**src/rtl/cea_pkg.sv**
```systemverilog
// ----------------------------------------------------------------------------
// cea_pkg
// Shared constants, codes and controller/datapath interface types for the
// contiguous entry allocator.
// ----------------------------------------------------------------------------
package cea_pkg;

  localparam int ENTRIES_DEF = 64;
  localparam int LEN_W       = 16;
  localparam int ES_W        = 13;
  localparam int EIU_W       = 7;
  localparam int STAT_W      = 2;
  localparam int BASE_W      = 6;
  localparam int OFF_W       = 18;
  localparam int PADDR_W     = 3;
  localparam int PDATA_W     = 32;

  localparam logic [ES_W-1:0]  ES_RESET  = 13'd8;
  localparam logic [ES_W-1:0]  ES_MAX    = 13'd4096;
  localparam logic [EIU_W-1:0] EIU_RESET = 7'd64;

  localparam logic [STAT_W-1:0] STAT_ALLOC = 2'd0;
  localparam logic [STAT_W-1:0] STAT_FRAG  = 2'd1;
  localparam logic [STAT_W-1:0] STAT_SHORT = 2'd2;

  localparam logic REG_ENTRY_SIZE = 1'b0;
  localparam logic REG_ENTRIES    = 1'b1;

  typedef struct packed {
    logic clr;
    logic load;
    logic div_step;
    logic scan_step;
    logic scan_end;
    logic mark_step;
    logic mul;
  } cea_cmd_t;

  typedef struct packed {
    logic clr_last;
    logic div_last;
    logic scan_done;
    logic scan_hit;
    logic need_zero;
    logic mark_last;
  } cea_sts_t;

endpackage

```
**src/rtl/cea_ram.sv**
```systemverilog
// ----------------------------------------------------------------------------
// cea_ram
// Generic single-write, single-read RAM with registered read data.
// ----------------------------------------------------------------------------
module cea_ram #(
  parameter int WIDTH = 1,
  parameter int DEPTH = 64,
  localparam int AW   = $clog2(DEPTH)
) (
  input  logic             clk,
  input  logic             we,
  input  logic [AW-1:0]    waddr,
  input  logic [WIDTH-1:0] wdata,
  input  logic [AW-1:0]    raddr,
  output logic [WIDTH-1:0] rdata
);

  logic [WIDTH-1:0] mem_r [DEPTH];
  logic [WIDTH-1:0] rdata_r;

  always_ff @(posedge clk) begin
    if (we) begin
      mem_r[waddr] <= wdata;
    end
    rdata_r <= mem_r[raddr];
  end

  assign rdata = rdata_r;

endmodule

```
**src/rtl/cea_ctrl.sv**
```systemverilog
// ----------------------------------------------------------------------------
// cea_ctrl
// Sequencer: clearing pass, divide, bitmap scan, run marking, offset multiply.
// ----------------------------------------------------------------------------
module cea_ctrl
  import cea_pkg::*;
(
  input  logic     clk,
  input  logic     rst_n,
  input  logic     start,
  output logic     busy,
  output logic     out_strobe,
  output cea_cmd_t cmd,
  input  cea_sts_t sts
);

  typedef enum logic [2:0] {
    S_CLEAR,
    S_IDLE,
    S_DIV,
    S_SCAN,
    S_MARK,
    S_MUL
  } state_t;

  state_t state_r, state_nxt;
  logic   strobe_r, strobe_nxt;

  always_comb begin
    state_nxt  = state_r;
    strobe_nxt = 1'b0;
    cmd        = '0;
    case (state_r)
      S_CLEAR: begin
        cmd.clr = 1'b1;
        if (sts.clr_last) state_nxt = S_IDLE;
      end
      S_IDLE: begin
        if (start) begin
          cmd.load  = 1'b1;
          state_nxt = S_DIV;
        end
      end
      S_DIV: begin
        cmd.div_step = 1'b1;
        if (sts.div_last) state_nxt = S_SCAN;
      end
      S_SCAN: begin
        if (sts.scan_done) begin
          cmd.scan_end = 1'b1;
          state_nxt    = (sts.scan_hit && !sts.need_zero) ? S_MARK : S_MUL;
        end else begin
          cmd.scan_step = 1'b1;
        end
      end
      S_MARK: begin
        cmd.mark_step = 1'b1;
        if (sts.mark_last) state_nxt = S_MUL;
      end
      S_MUL: begin
        cmd.mul    = 1'b1;
        strobe_nxt = 1'b1;
        state_nxt  = S_IDLE;
      end
      default: begin
        state_nxt = S_IDLE;
      end
    endcase
  end

  always_ff @(posedge clk) begin
    if (!rst_n) begin
      state_r  <= S_CLEAR;
      strobe_r <= 1'b0;
    end else begin
      state_r  <= state_nxt;
      strobe_r <= strobe_nxt;
    end
  end

  assign busy       = (state_r != S_IDLE);
  assign out_strobe = strobe_r;

endmodule

```
**src/rtl/cea_dp.sv**
```systemverilog
// ----------------------------------------------------------------------------
// cea_dp
// Datapath: restoring divider, occupancy map RAM, first-fit scan counters,
// run marking and byte offset multiply.
// ----------------------------------------------------------------------------
module cea_dp
  import cea_pkg::*;
#(
  parameter int ENTRIES = ENTRIES_DEF,
  localparam int AW     = $clog2(ENTRIES),
  localparam int PW     = $clog2(ENTRIES + 1)
) (
  input  logic              clk,
  input  logic              rst_n,
  input  cea_cmd_t          cmd,
  output cea_sts_t          sts,
  input  logic [LEN_W-1:0]  in_value_length,
  input  logic [ES_W-1:0]   es,
  input  logic [PW-1:0]     limit,
  output logic [STAT_W-1:0] out_status,
  output logic [BASE_W-1:0] out_base_index,
  output logic [OFF_W-1:0]  out_byte_offset,
  output logic [LEN_W-1:0]  out_entries_needed
);

  localparam int PRW = AW + ES_W;
  localparam int MW  = (PRW > OFF_W) ? PRW : OFF_W;
  localparam int BW  = (AW > BASE_W) ? AW : BASE_W;
  localparam logic [AW-1:0] ADDR_LAST = AW'(ENTRIES - 1);

  logic [LEN_W-1:0]  dq_r, dq_nxt;
  logic [ES_W-1:0]   rem_r, rem_nxt;
  logic [3:0]        div_cnt_r, div_cnt_nxt;
  logic [AW-1:0]     addr_r, addr_nxt;
  logic              rv_r, rv_nxt;
  logic [PW-1:0]     pos_r, pos_nxt;
  logic [PW-1:0]     run_r, run_nxt;
  logic [PW-1:0]     free_r, free_nxt;
  logic [AW-1:0]     base_r, base_nxt;
  logic [STAT_W-1:0] status_r, status_nxt;
  logic [OFF_W-1:0]  offset_r, offset_nxt;

  logic [ES_W-1:0]   shifted;
  logic              fits;
  logic [LEN_W-1:0]  need;
  logic              hit;
  logic [PW-1:0]     run_start;
  logic              rbit;
  logic [MW-1:0]     prod;
  logic [BW-1:0]     base_w;

  cea_ram #(
    .WIDTH (1),
    .DEPTH (ENTRIES)
  ) u_map (
    .clk   (clk),
    .we    (cmd.clr | cmd.mark_step),
    .waddr (addr_r),
    .wdata (cmd.mark_step),
    .raddr (addr_r),
    .rdata (rbit)
  );

  assign shifted   = {rem_r[ES_W-2:0], dq_r[LEN_W-1]};
  assign fits      = (shifted >= es);
  assign need      = dq_r + LEN_W'(rem_r != '0);
  assign hit       = (LEN_W'(run_r) == need);
  assign run_start = pos_r - run_r;
  assign prod      = MW'(base_r) * MW'(es);

  assign sts.clr_last  = (addr_r == ADDR_LAST);
  assign sts.div_last  = (div_cnt_r == 4'd15);
  assign sts.scan_done = hit || (pos_r >= limit);
  assign sts.scan_hit  = hit;
  assign sts.need_zero = (need == '0);
  assign sts.mark_last = ((PW'(addr_r) + PW'(1)) == pos_r);

  always_comb begin
    dq_nxt      = dq_r;
    rem_nxt     = rem_r;
    div_cnt_nxt = div_cnt_r;
    addr_nxt    = addr_r;
    rv_nxt      = rv_r;
    pos_nxt     = pos_r;
    run_nxt     = run_r;
    free_nxt    = free_r;
    base_nxt    = base_r;
    status_nxt  = status_r;
    offset_nxt  = offset_r;
    if (cmd.clr || cmd.mark_step) begin
      addr_nxt = addr_r + AW'(1);
    end
    if (cmd.load) begin
      dq_nxt      = in_value_length;
      rem_nxt     = '0;
      div_cnt_nxt = '0;
      addr_nxt    = '0;
      rv_nxt      = 1'b0;
      pos_nxt     = '0;
      run_nxt     = '0;
      free_nxt    = '0;
    end
    if (cmd.div_step) begin
      rem_nxt     = fits ? (shifted - es) : shifted;
      dq_nxt      = {dq_r[LEN_W-2:0], fits};
      div_cnt_nxt = div_cnt_r + 4'd1;
    end
    if (cmd.scan_step) begin
      addr_nxt = addr_r + AW'(1);
      rv_nxt   = 1'b1;
      if (rv_r) begin
        pos_nxt = pos_r + PW'(1);
        if (!rbit) begin
          run_nxt  = run_r + PW'(1);
          free_nxt = free_r + PW'(1);
        end else begin
          run_nxt = '0;
        end
      end
    end
    if (cmd.scan_end) begin
      addr_nxt = AW'(run_start);
      if (hit) begin
        base_nxt   = AW'(run_start);
        status_nxt = STAT_ALLOC;
      end else begin
        base_nxt   = '0;
        status_nxt = (need <= LEN_W'(free_r)) ? STAT_FRAG : STAT_SHORT;
      end
    end
    if (cmd.mul) begin
      offset_nxt = prod[OFF_W-1:0];
    end
  end

  always_ff @(posedge clk) begin
    if (!rst_n) begin
      addr_r <= '0;
    end else begin
      addr_r <= addr_nxt;
    end
  end

  always_ff @(posedge clk) begin
    dq_r      <= dq_nxt;
    rem_r     <= rem_nxt;
    div_cnt_r <= div_cnt_nxt;
    rv_r      <= rv_nxt;
    pos_r     <= pos_nxt;
    run_r     <= run_nxt;
    free_r    <= free_nxt;
    base_r    <= base_nxt;
    status_r  <= status_nxt;
    offset_r  <= offset_nxt;
  end

  assign base_w             = BW'(base_r);
  assign out_status         = status_r;
  assign out_base_index     = base_w[BASE_W-1:0];
  assign out_byte_offset    = offset_r;
  assign out_entries_needed = need;

endmodule

```
**src/rtl/contiguous_entry_allocator.sv**
```systemverilog
// ----------------------------------------------------------------------------
// contiguous_entry_allocator
// First-fit contiguous allocator over an occupancy bitmap held in RAM.
// Start runs the 16-step divider, then the scan and run marking at one entry
// per cycle through the RAM, then the offset multiply before out_strobe.
// One word in flight; busy is high until the result cycle. After reset a
// clearing pass zeroes the map with busy high; the result side cannot stall.
// ----------------------------------------------------------------------------
module contiguous_entry_allocator
  import cea_pkg::*;
#(
  parameter int ENTRIES = ENTRIES_DEF
) (
  input  logic               clk,
  input  logic               rst_n,
  input  logic               start,
  output logic               busy,
  input  logic [LEN_W-1:0]   in_value_length,
  output logic               out_strobe,
  output logic [STAT_W-1:0]  out_status,
  output logic [BASE_W-1:0]  out_base_index,
  output logic [OFF_W-1:0]   out_byte_offset,
  output logic [LEN_W-1:0]   out_entries_needed,
  input  logic               psel,
  input  logic               penable,
  input  logic               pwrite,
  input  logic [PADDR_W-1:0] paddr,
  input  logic [PDATA_W-1:0] pwdata,
  output logic [PDATA_W-1:0] prdata,
  output logic               pready
);

  localparam int PW = $clog2(ENTRIES + 1);
  localparam int LW = (PW > EIU_W) ? PW : EIU_W;

  logic [ES_W-1:0]  es_r;
  logic [EIU_W-1:0] eiu_r;
  logic [ES_W-1:0]  es_eff;
  logic [LW-1:0]    eiu_w;
  logic [PW-1:0]    limit;
  logic             reg_sel;
  cea_cmd_t         cmd;
  cea_sts_t         sts;

  assign pready  = 1'b1;
  assign reg_sel = paddr[2];

  always_ff @(posedge clk) begin
    if (!rst_n) begin
      es_r  <= ES_RESET;
      eiu_r <= EIU_RESET;
    end else if (psel && penable && pwrite) begin
      if (reg_sel == REG_ENTRY_SIZE) begin
        es_r <= pwdata[ES_W-1:0];
      end else begin
        eiu_r <= pwdata[EIU_W-1:0];
      end
    end
  end

  assign prdata = (reg_sel == REG_ENTRIES) ? PDATA_W'(eiu_r) : PDATA_W'(es_r);

  assign es_eff = (es_r == '0) ? ES_W'(1) : ((es_r > ES_MAX) ? ES_MAX : es_r);
  assign eiu_w  = LW'(eiu_r);
  assign limit  = (eiu_w > LW'(ENTRIES)) ? PW'(ENTRIES) : PW'(eiu_w);

  cea_ctrl u_ctrl (
    .clk        (clk),
    .rst_n      (rst_n),
    .start      (start),
    .busy       (busy),
    .out_strobe (out_strobe),
    .cmd        (cmd),
    .sts        (sts)
  );

  cea_dp #(
    .ENTRIES (ENTRIES)
  ) u_dp (
    .clk                (clk),
    .rst_n              (rst_n),
    .cmd                (cmd),
    .sts                (sts),
    .in_value_length    (in_value_length),
    .es                 (es_eff),
    .limit              (limit),
    .out_status         (out_status),
    .out_base_index     (out_base_index),
    .out_byte_offset    (out_byte_offset),
    .out_entries_needed (out_entries_needed)
  );

endmodule
```
**config.mk**
```make
export PLATFORM = sky130hd
export DESIGN_NAME = contiguous_entry_allocator
export DESIGN_NICKNAME = d
export VERILOG_FILES = /design/src/rtl/cea_pkg.sv /design/src/rtl/cea_ram.sv /design/src/rtl/cea_ctrl.sv /design/src/rtl/cea_dp.sv /design/src/rtl/contiguous_entry_allocator.sv
export SDC_FILE = /design/constraint.sdc
export NUM_CORES = 1
export LEC_CHECK = 0
export BUFFER_PORTS_ARGS = -buffer_cell sky130_fd_sc_hd__buf_2
export CAP_MARGIN = 20
export CORE_MARGIN = 10
export CORE_UTILIZATION = 50
export CTS_BUF_LIST = sky130_fd_sc_hd__clkbuf_2 sky130_fd_sc_hd__clkbuf_4 sky130_fd_sc_hd__clkbuf_8
export DETAILED_ROUTE_END_ITERATION = 10
export PLACE_DENSITY_LB_ADDON = 0.25
export SYNTH_ARGS = -nofsm -noshare
export SYNTH_HDL_FRONTEND = slang
export SYNTH_SLANG_ARGS = --single-unit
```
**constraint.sdc**
```tcl
create_clock -name clk -period 4.2 [get_ports clk]
set_input_delay 0.42 -clock clk [delete_from_list [all_inputs] [get_ports clk]]
set_output_delay 0.42 -clock clk [all_outputs]
set_load 0.02 [all_outputs]
```
# Word-level counts from Yosys, hierarchy flattened
# Memory sizes are Yosys's and may differ from the RTL's. A register that Yosys moved wholly into a read port is not among the register bits.
# Index checks and enable logic that the tools add are counted.
# classes
addsub	9
n_reduce_logical	15
bitwise_logic	2
mul	1
magnitude_cmp	5
eq_ne	15
mux	45
# ops
op	n
7-bit 2-to-1 mux	12
13-bit 2-to-1 mux	6
16-bit 2-to-1 mux	2
6-bit 2-to-1 mux	4
7-bit by 1-bit adder with 7-bit output, second input constant	3
6-bit by 13-bit multiplier with 18-bit output	1
16-bit by 1-bit adder with 16-bit output	1
7-bit by 16-bit equality test with 1-bit output	1
16-bit by 7-bit less-or-equal comparator with 1-bit output	1
16-bit zero test	1
3-bit 2-to-1 mux	5
3-bit one-hot mux with 5 select lines	1
13-bit greater-or-equal comparator	1
13-bit greater-than comparator, second input constant	1
13-bit zero test	1
13-bit nonzero test	1
13-bit subtractor	1
1-bit 2-to-1 mux	11
2-bit inequality test, second input constant	5
4-bit 2-to-1 mux	2
6-bit by 1-bit adder with 7-bit output, second input constant	1
7-bit equality test	1
7-bit greater-or-equal comparator	1
7-bit greater-than comparator, second input constant	1
other kinds (20)	27
# word_totals
out_inout_bits	77
ramBits	64
n_memories	1
inputBits	57
ff_bits	111
wordCells	108
# memory_table
memory	words	word_bits	rd	rd_ports_with_merged_regs	write_ports	line	rtl
u_dp.u_map.mem_r	64	1	1	1	1	cea_ram.sv:18	logic [WIDTH-1:0] mem_r [DEPTH];

# Logic depth before layout (Yosys ltp)
# Gate-level depths: netlist of the first run.
# depth
word_depth	8
ltp_mapped	18
depth_no_buf	18

# Modules after synthesis
# Synthesis of the first run repeated with hierarchy kept, for this count alone.
# hier_totals
cells_unflattened	1219
hier_area_um2	12268.0
# modules_own_cells
mod	cells_per_inst	seq_area_each_um2	area_per_inst_um2	n_inst
cea_dp	840	2332.2	7828.8	1
cea_ram	204	1941.9	2914.0	1
contiguous_entry_allocator	147	400.4	1253.7	1
cea_ctrl	28	80.1	271.5	1

# Worst setup path before layout of the first run
# OpenSTA, ideal clock, no wires.
# synth_timing
path_kind	register -> register
startpoint	reg es_r[12]
endpoint	reg u_dp.offset_r[17], in the netlist u_dp.out_byte_offset[17], data pin
arrival_ps	4279
setup_time_ps	167
synth_period_minus_slack_ps	4446
slack_ps	-246
required_ps	4033
path_buffers	2
stages_incl_launch_ff	18
cell_sequence	dfxtp_1 clkbuf_1 clkbuf_1 nor2_1 nand2_1 fa_1 fa_1 fa_1 inv_1 ha_1 a21o_1 a21oi_1 o21ai_0 nand2_1 o21ai_0 or4_1 and3_1 a211oi_1
# synth_between
elab_chain_len	4
elab_cells_between_ends	5
cone_classes	mul (1); order compare (1); mux (2); reduce/logical (1)
# synth_lines
element	line	rtl
start, declared	contiguous_entry_allocator.sv:36	logic [ES_W-1:0] es_r;
start signal, assigned	contiguous_entry_allocator.sv:54	es_r <= pwdata[ES_W-1:0];
13-bit greater-than comparator	contiguous_entry_allocator.sv:63	assign es_eff = (es_r == '0) ? ES_W'(1) : ((es_r > ES_MAX) ? ES_MAX : es_r);
13-bit 2-to-1 mux	contiguous_entry_allocator.sv:63	
13-bit 2-to-1 mux (*)	contiguous_entry_allocator.sv:63	
6-bit by 13-bit multiplier with 18-bit output (*)	cea_dp.sv:69	assign prod = MW'(base_r) * MW'(es);
via u_dp.prod[17]	cea_dp.sv:49	logic [MW-1:0] prod;
end signal, assigned	cea_dp.sv:154	offset_r <= offset_nxt;
end, declared	cea_dp.sv:41	logic [OFF_W-1:0] offset_r, offset_nxt;
# The timed path passes the listed nets; every way through them passes the cells marked *.
# A chain may end at the register's enable or synchronous reset.

# Worst setup path in the final report of the first run
# layout_timing
startpoint	reg es_r[2]
endpoint	reg u_dp.offset_r[17], in the netlist u_dp.out_byte_offset[17], data pin
# The elaborated chain is that of the path after synthesis.

==> results.toml, run 1 <==
[run_status]
status = "finished with violations"
violations = "setup timing"

[setup_path]
rr_endpoint = "u_dp.out_byte_offset[17]"
reg2reg_slack_ps = -60
crit_type = "reg2reg"
cpMostUsedCell = "fa_1"
cpMaxStageDelayCell = "fa_1"
crit_chain = "nor4_2, a31oi_1, nor2_2, nand2_1, fa_1, fa_1, fa_1, inv_2, ha_4, a21o_1, a21oi_2, o21ai_2, nand2_1, o21ai_2, or4_4, and3_4, a211oi_2"
cp-start-kind = "flop"
endpoint = "u_dp.out_byte_offset[17]"
max_stage_delay_ps = 530
worstSetupStartpoint = "es_r[2]"
worstReg2RegStart = "es_r[2]"
worstPathMaxFanout = 3
critPathArrivalTime_ps = 4570
crit_path_end_kind = "flop"
crit_required_ps = 4520
reg2reg_depth = 17

[floorplan]
core_um2 = 24100
dieWidth_um = 176
initial_utilization_pct = 50.5
die_area_um2 = 31000
die_h_um = 176
rows = 57
io_pins = 134

[logic_synthesis]
avgSynthCellArea_um2 = 9.54
synth_edf_count = 123
synthDistinctLibCells = 75
synth.yosys.warnings = 0
synth_top_cell_area_share_pct = 30.4
seq_area_frac_synth_pct = 39.1
ys_ff_latch = 176
yosys.area.top_type = "edfxtp_1"
synthCells = 1275
syn-cell-area_um2 = 12200
yosys_most_used_dff = "edfxtp_1"
netlist_top_cells_area = "edfxtp_1 (30%), dfxtp_1 (8.7%), fa_1 (7.6%)"
ys_async_sr_fraction_pct = 0

[power_and_ir_drop]
power_frac_seq_pct = 56.4
power_density_nw_per_um2 = 240
p_sw_share_pct = 25.0
vdd_drop_max_mv = 0.178
internal-power_uw = 2480
finalPower_uw = 3310
power_leakage_uw = 0.00593
power.share.clock_pct = 36.4
comb_power_share_pct = 7.2
power_switching_uw = 828

[sta]
worst_pin_slew_ps = 1090
fin_worst_skew_ps = 22.1
fin_crit_ps = 4260
timing.final.ws_setup_ps = -55.7
finalCritPeriodShare_pct = 101
final-setup-viol-count = 2
final_max_slew_viol_count = 0
relSlewSlack_pct = 27.3
fin_setup_tns_ps = -95.8
rsz0062_at_grt = "yes"
max_clock_freq_ghz = 0.235
finalHoldViolCount = 0

[job]
maxCapViolations = 0

[cts]
clockBufferDepth = 2
hold_buffers = 0
cts_max_level = 4
clockRootBuffer = "clkbuf_8"
cts_tree = "done"
cts.sinks = 176
clk_latency_ps = 470
numCtsBuffers = 17
clk_pin_slew_ps = 110

[finish]
drive_gt1_share_pct = 18.5
area_growth_pct = 13.2
nets = 1574
n_fill_cell = 2223
multi_input_area_um2 = 6760
ff_latch_area_um2 = 4760

[drt]
vias = 9360
drt_iter0_markers = 515
totalWireLength_mm = 28.4
dr.pass1.iters = 5
wl_per_cell_um = 16.3
routed_via_density = 5.37
drt.antenna.violating_nets = 0
drc_errors = 0

[placement]
place_congestion = 0.869
portBuffers = 92
dpl.hpwl_mm = 21.6
pre_cts_ws_ps = -277

[global_route]
globalRouteTotalUtil_pct = 18.5
grt_max_degree = 66
grt_pass1_wl_mm = 46.9
grt_pass1_vias = 9416
antenna_found_initial = 1
overflow = 0

[worst_hold_path]
hp-class = "in2reg"
-- cell usage in the layout (no fill, tap or decap), types with 44 or more instances in the layout --
cell	Yosys	final
nand2_1	145	145
nor2_1	139	138
edfxtp_1	123	123
inv_1	102	101
buf_2	7	92
and2_1	77	77
buf_4	26	76
ha_1	65	64
a21oi_1	52	49
dfxtp_1	53	49
xnor2_1	46	46
fa_1	46	45
nand3_1	44	44
-- worst max-delay path: cells and delay by family, from the launching register on --
family / cells / cell delay (ps)
buffers and inverters: 1 / 50
flip-flops: 1 / 330
AO/OA/AOI/OAI: 6 / 830
adder cells (fa/ha/maj): 4 / 1680
AND/OR/NAND/NOR: 6 / 1240
-- worst min-delay path by stage --
stage	from	depth (start not counted)	end
floorplan	u_dp.free_r[5]	1	u_dp.free_r[5]
global placement	u_dp.free_r[5]	1	u_dp.free_r[5]
detailed placement	u_dp.rv_r	1	u_dp.rv_r
CTS	pwdata[0]	3	es_r[0]
global route	pwdata[2]	3	eiu_r[2]
finish	pwdata[0]	3	es_r[0]
-- logic make-up after synthesis --
logic type,count (synthesis),share of synthesized area (%)
compound gates,160,8.82
mux,45,4.63
other cells,2,0.0617
xor+xnor,62,4.62
flops,176,39.1
fa+ha+maj,111,14.3
simple gates,540,21.9
buf+inv,179,6.59
-- synth_stat cells (5+ instances only) --
master	instances
nand2_1	145
nor2_1	139
edfxtp_1	123
inv_1	102
and2_1	77
ha_1	65
dfxtp_1	53
a21oi_1	52
fa_1	46
xnor2_1	46
nand3_1	44
clkbuf_1	31
nor2b_1	28
mux2i_1	27
buf_4	26
nor3_1	22
o21ai_0	20
xor2_1	15
and3_1	13
nand2b_1	13
nor4_1	13
nand4_1	11
a21o_1	10
mux2_2	10
a211oi_1	9
buf_1	9
o21a_1	9
mux4_2	8
a31oi_1	7
buf_2	7
o31ai_1	6
nand3b_1	5
o22ai_1	5
or3_1	5
-- through the flow --
stage	hold slack [ps]	instance area, um^2	utilization, %	cells
finish	198	13800	57.1	1744
global route	174	13800	57.1	1743
CTS	178	13700	56.9	1741
detailed placement	455	13300	55.1	1709
global placement	449	13300	55.0	1708
floorplan	437	12300	-	1293
-- power groups by stage --
stage	clock network [uW]	registers [uW]	logic (uW)
after floorplan	0	1890	185
after global placement	0	1910	233
after detailed placement	0	1910	236
after CTS	1230	1870	236
after global routing	1310	1870	262
final	1210	1870	239
-- flip-flops by register name (all words and copies together) (netlist names) --
name and cells:
u_dp.u_map.mem_r 64, u_dp.out_byte_offset 18, u_dp.dq_r 16, es_r 13
u_dp.rem_r 13, eiu_r 7, u_dp.free_r 7, u_dp.pos_r 7
u_dp.run_r 7, u_dp.addr_r 6, u_dp.out_base_index 6, u_dp.div_cnt_r 4
u_ctrl.state_r 3, u_dp.out_status 2, u_ctrl.out_strobe 1, u_dp.rv_r 1
u_dp.u_map.rdata 1
-- layout make-up --
type                       count  share of cell area (%)
clock buffer                  17                    1.70
inverter                     102                    2.78
tap                          324                    2.95
sequential                   176                    34.6
multi-input combinational    938                    49.1
timing repair buffer         171                    7.74
clock inverter                15                    1.14
antenna                        1                  0.0182
-- what timing repair did --
action / CTS / global route
gates resized for setup: 19 / 5
buffers inserted: 1 / 2
pin swaps: 13 / 15
setup endpoints to repair: 3 / 4
-- layer usage --
metal	global-route usage [%]	vias up	routed length, um	share of wire [%]
met1	22.9	4536	12300	43
met4	6.00	2	515	1.8
met5	0	-	11	0.039
met2	32.5	191	14400	51
met3	2.84	36	1230	4.3
li1	-	4595	-	-
(Power assumes the default switching activity.)
==> run 2, diff against run 1 <==
--- a/config.mk
+++ b/config.mk
@@ -12,6 +12,7 @@
 export CTS_BUF_LIST = sky130_fd_sc_hd__clkbuf_2 sky130_fd_sc_hd__clkbuf_4 sky130_fd_sc_hd__clkbuf_8
 export DETAILED_ROUTE_END_ITERATION = 10
 export PLACE_DENSITY_LB_ADDON = 0.25
+export SETUP_SLACK_MARGIN = 0.15
 export SYNTH_ARGS = -nofsm -noshare
 export SYNTH_HDL_FRONTEND = slang
 export SYNTH_SLANG_ARGS = --single-unit
==> constraint.sdc (replaced) <==
create_clock -name clk -period 4.1 [get_ports clk]
set_input_delay 0.41 -clock clk [delete_from_list [all_inputs] [get_ports clk]]
set_output_delay 0.41 -clock clk [all_outputs]
set_load 0.02 [all_outputs]
==> run 2 against run 1 <==
  * Flip-flop and latch count is the same
  * Die area did not move
  * Global-route usage grew 0.25 points
  * Count of clock-buffer cells in the layout did not move
  * First-iteration DRC count up 9.1%
  * Final cell count rose by 0.46%
  * Largest cell class unchanged
  * Combinational power grew 4%
  * Utilization grew 0.95 points
  * The flow still finishes with violations (setup timing)
  * Worst hold slack worse by 44 ps
==> results.toml, run 2 (synthesized netlist as in run 1, its figures left out) <==
[run_status]
status = "finished with violations"
violations = "setup timing"

[placement]
dpl.hpwl_mm = 21.7
portBuffers = 92
place_congestion = 0.849
dp_cells = 1708

[drt]
routed_via_density = 5.30
drt.antenna.violating_nets = 0
wl_per_cell_um = 16.5
drt_iter0_markers = 562
totalWireLength_mm = 29.0
drc_errors = 0
dr.pass1.iters = 5
vias = 9284

[sta]
rsz0062_at_grt = "yes"
fin_crit_ps = 4300
fin_worst_skew_ps = 29.4
final-setup-viol-count = 3
finalHoldViolCount = 0
final_max_slew_viol_count = 0
relSlewSlack_pct = 26.8
max_clock_freq_ghz = 0.233
worst_pin_slew_ps = 1100
fin_setup_tns_ps = -390
timing.final.ws_setup_ps = -197
whs_ps = 155
finalCritPeriodShare_pct = 105

[finish]
stdcell_count = 1752
multi_input_area_um2 = 6890
mostFrequentLayoutCells = "nand2_1 (145), nor2_1 (136), edfxtp_1 (123)"
ff_latch_area_um2 = 4760
nets = 1583
drive_gt1_share_pct = 19.7
final_common_cell = "nand2_1"
area_growth_pct = 15.0
post-route-util_pct = 58.1
n_fill_cell = 2187
regMostFlops = "u_dp.u_map.mem_r"
diodes = 0
largest_register_ff_count = 64

[cts]
clk_pin_slew_ps = 120
hold_buffers = 0
numCtsBuffers = 17
cts_tree = "done"
clk_latency_ps = 490
clockBufferDepth = 2
cts_max_level = 4
clockRootBuffer = "clkbuf_8"
cts.sinks = 176

[setup_path]
crit_type = "reg2reg"
crit_required_ps = 4440
crit_chain = "buf_4, nor2b_1, buf_4, nand2_1, fa_1, inv_1, ha_1, ha_1, ha_1, fa_1, a21o_1, a21oi_2, o21ai_2, nand2_1, o21ai_2, or4_4, and3_1, a211oi_2"
critPathArrivalTime_ps = 4630
reg2reg_slack_ps = -200
cpMostUsedCell = "ha_1"
crit_path_end_kind = "flop"
cp-start-kind = "flop"
max_stage_delay_ps = 540
worstPathMaxFanout = 4
cpMaxStageDelayCell = "fa_1"

[power_and_ir_drop]
vdd_drop_max_mv = 0.243
power_leakage_uw = 0.00600
power_density_nw_per_um2 = 245
finalPower_uw = 3430

[floorplan]
io_pins = 134
die_area_um2 = 31000
rows = 57
dieWidth_um = 176
initial_utilization_pct = 50.5
die_h_um = 176
core_um2 = 24100

[global_route]
grt_max_degree = 66
antenna_found_initial = 1
overflow = 0
grt_pass1_vias = 9228
globalRouteTotalUtil_pct = 18.8
grt_pass1_wl_mm = 47.4

[worst_hold_path]
hp-class = "in2reg"

[job]
maxCapViolations = 0
run 2: cell types whose count changed in the layout (fill, tap and decap cells not counted), moves of 3 or more:
cell / before / now
buf_4: 76 / 83
a21oi_1: 49 / 46
a21oi_4: 1 / 4
clkinv_2: 4 / 1
ha_1: 64 / 61
ha_4: 1 / 4
run 2: power breakdown:
group | switching, uW | leakage, uW | internal (uW)
clock | 709 | 0.000207 | 560
sequential | 20.2 | 0.00162 | 1890
combinational | 145 | 0.00417 | 103
run 2: final timing paths:
kind	start	to	cells past startpoint
worst max register to register	es_r[1]	u_dp.out_byte_offset[17]	18
worst max-delay path	es_r[1]	u_dp.out_byte_offset[17]	18
worst min register to register	u_dp.free_r[6]	u_dp.free_r[6]	1
worst min-delay path	pwdata[12]	es_r[12]	3
run 2: final cells by class:
class                           count  area share [%]
Multi-Input combinational cell    938            49.2
Sequential cell                   176            34.0
Timing Repair Buffer              180            8.24
Tap cell                          324            2.90
Inverter                          102            2.74
Clock buffer                       17            1.67
Clock inverter                     15            1.23
run 2: repair_timing:
item / CTS / global route
setup endpoints to repair: 5 / 13
resized for setup: 29 / 7
pin swaps: 18 / 8
buffers inserted: 6 / 5
cloned: 0 / 0
run 2: per-layer routing:
layer	part of all wire, %	wire length, um	up-vias	global-route usage, %
li1	-	-	4615	-
met1	44	12600	4472	23.4
met2	50	14600	165	32.4
met3	4.6	1340	30	3.87
met4	1.4	416	2	4.87
met5	0.038	11	-	0
run 2: stage by stage:
| stage | cell area [um^2] | setup WS, ps |
|---|---|---|
| after floorplan | 12300 | -35.0 |
| after global placement | 13300 | -228 |
| after detailed placement | 13300 | -294 |
| after CTS | 13900 | -128 |
| after global routing | 14000 | -361 |
| final | 14000 | -197 |
run 2: worst max-delay path, delay by kind of cell (launching register included):
family                   cells  cell delay, ps
adder cells (fa/ha/maj)      5            1750
AND/OR/NAND/NOR              5             970
AO/OA/AOI/OAI                5             670
flip-flops                   1             390
buffers and inverters        3             360
==> run 3, diff against run 2 <==
--- a/config.mk
+++ b/config.mk
@@ -7,8 +7,10 @@
 export LEC_CHECK = 0
 export BUFFER_PORTS_ARGS = -buffer_cell sky130_fd_sc_hd__buf_2
 export CAP_MARGIN = 20
+export CELL_PAD_IN_SITES_DETAIL_PLACEMENT = 2
+export CELL_PAD_IN_SITES_GLOBAL_PLACEMENT = 2
 export CORE_MARGIN = 10
-export CORE_UTILIZATION = 50
+export CORE_UTILIZATION = 39
 export CTS_BUF_LIST = sky130_fd_sc_hd__clkbuf_2 sky130_fd_sc_hd__clkbuf_4 sky130_fd_sc_hd__clkbuf_8
 export DETAILED_ROUTE_END_ITERATION = 10
 export PLACE_DENSITY_LB_ADDON = 0.25
==> constraint.sdc (replaced) <==
create_clock -name clk -period 4.2 [get_ports clk]
set_input_delay 0.42 -clock clk [delete_from_list [all_inputs] [get_ports clk]]
set_output_delay 0.42 -clock clk [all_outputs]
set_load 0.02 [all_outputs]
==> run 3 against run 2 <==
  * The run still ends with setup timing left
  * Critical endpoint unchanged
  * Count of clock-buffer cells in the layout is 2 higher
  * Critical path type unchanged
  * Die area is 25% higher
  * Sequential power is 2% lower
==> results.toml, run 3 (synthesized netlist as in run 1, its figures left out) <==
[drt]
wl_per_cell_um = 24.3
drc_errors = 0
drt.antenna.violating_nets = 0
routed_via_density = 5.50
totalWireLength_mm = 44.4
dr.pass1.iters = 5
vias = 10100
drt_iter0_markers = 614

[cts]
cts_tree = "done"
hold_buffers = 0
numCtsBuffers = 17
cts_max_level = 4
clk_latency_ps = 500
clockBufferDepth = 2
cts.sinks = 176
clockRootBuffer = "clkbuf_8"
clk_pin_slew_ps = 110

[setup_path]
crit_required_ps = 4520
critPathArrivalTime_ps = 4970
crit_type = "reg2reg"
reg2reg_depth = 17
crit_path_end_kind = "flop"
worstPathMaxFanout = 3
cp-start-kind = "flop"

[floorplan]
dieWidth_um = 197
die_area_um2 = 38700
initial_utilization_pct = 39.7
io_pins = 134
die_h_um = 197
core_um2 = 30700
rows = 64

[sta]
fin_worst_skew_ps = 26.3
finalHoldViolCount = 0
relSlewSlack_pct = 38.0
final-setup-viol-count = 5
fin_crit_ps = 4650
worst_pin_slew_ps = 929
timing.final.ws_setup_ps = -449
max_clock_freq_ghz = 0.215
final_max_slew_viol_count = 0
finalCritPeriodShare_pct = 111
whs_ps = 164
rsz0062_at_grt = "yes"

[global_route]
grt_max_degree = 65
grt_pass1_wl_mm = 65.1
grt_pass1_vias = 11100
antenna_found_initial = 0
globalRouteTotalUtil_pct = 21.4
overflow = 0

[finish]
nets = 1589
stdcell_count = 1830
mostFrequentLayoutCells = "nand2_1 (144), nor2_1 (137), edfxtp_1 (123)"
largest_register_ff_count = 64
n_fill_cell = 3291
diodes = 0
final_common_cell = "nand2_1"
drive_gt1_share_pct = 21.8
regMostFlops = "u_dp.u_map.mem_r"
area_growth_pct = 17.3
final_cell_area_um2 = 14300

[power_and_ir_drop]
power_density_nw_per_um2 = 244
vdd_drop_max_mv = 0.232
power_leakage_uw = 0.00609
finalPower_uw = 3480

[run_status]
violations = "setup timing"
status = "finished with violations"

[placement]
place_congestion = 0.824
dpl.hpwl_mm = 30.7
dp_cells = 1782
portBuffers = 92
pre_cts_ws_ps = -455
place_area_um2 = 13400

[worst_hold_path]
hp-class = "in2reg"
whs_path_depth = 3

[job]
maxCapViolations = 0
run 3: cell types whose count changed in the layout (fill, tap and decap cells not counted), moves of 4 or more:
cell	delta
nor3_2	+5
nor2b_1	-4
nor3_1	-5
inv_8	+4
dfxtp_1	-4
buf_4	+5
inv_6	-5
run 3: final timing paths:
check	startpoint	end	slack [ps]
max	es_r[4]	u_dp.out_byte_offset[17]	-450
min	pwdata[1]	eiu_r[1]	160
max reg2reg	es_r[4]	u_dp.out_byte_offset[17]	-450
min reg2reg	u_dp.free_r[6]	u_dp.free_r[6]	480
run 3: layer usage:
| metal | share of wire [%] | vias to the layer above | track usage (%) | wire length (um) |
|---|---|---|---|---|
| met4 | 2.6 | 0 | 6.06 | 1160 |
| met1 | 42 | 5156 | 25.6 | 18600 |
| met2 | 52 | 209 | 38.8 | 23200 |
| met5 | 0 | - | 0 | 0 |
| li1 | - | 4618 | - | - |
| met3 | 3.2 | 75 | 3.41 | 1440 |
run 3: final cells by class:
| class | instances | area [um^2] | area share, % |
|---|---|---|---|
| flip-flops and latches | 176 | 4770 | 33.4 |
| well taps | 396 | 495 | 3.47 |
| clock buffers | 19 | 249 | 1.74 |
| inverters | 102 | 383 | 2.68 |
| multi-input cells | 938 | 6980 | 48.9 |
| clock inverters | 13 | 175 | 1.23 |
| repair buffers | 186 | 1220 | 8.53 |
run 3: where the power goes:
| part | switching (uW) | leakage, uW | internal [uW] |
|---|---|---|---|
| Sequential | 22.5 | 0.00163 | 1840 |
| Clock | 721 | 0.000219 | 618 |
| Combinational | 166 | 0.00424 | 105 |
run 3: worst max-delay path: stages (launching register included):
cell and delay [ps]:
dfxtp_2 360, nor4_4 340, a31oi_1 170, nor2_2 210, nand2_1 100, fa_1 520, fa_1 460, fa_1 530
inv_2 50, ha_4 230, a21o_1 170, a21oi_2 210, o21ai_2 100, nand2_1 110, o21ai_2 90, or4_4 460
and3_4 170, a211oi_2 190
run 3: stage by stage:
stage | setup TNS [ps] | util (%)
3_5_place_dp | -1300 | 43.6
2_1_floorplan | 0 | -
6_report | -1040 | 46.5
3_3_place_gp | -387 | 43.6
5_1_grt | -1940 | 46.5
4_1_cts | -535 | 45.5
run 3: repair_timing:
item,in CTS,in global routing
endpoints found under the setup margin,10,27
pin swaps,11,22
resized for setup,30,38
cloned,0,0
buffers inserted,3,11
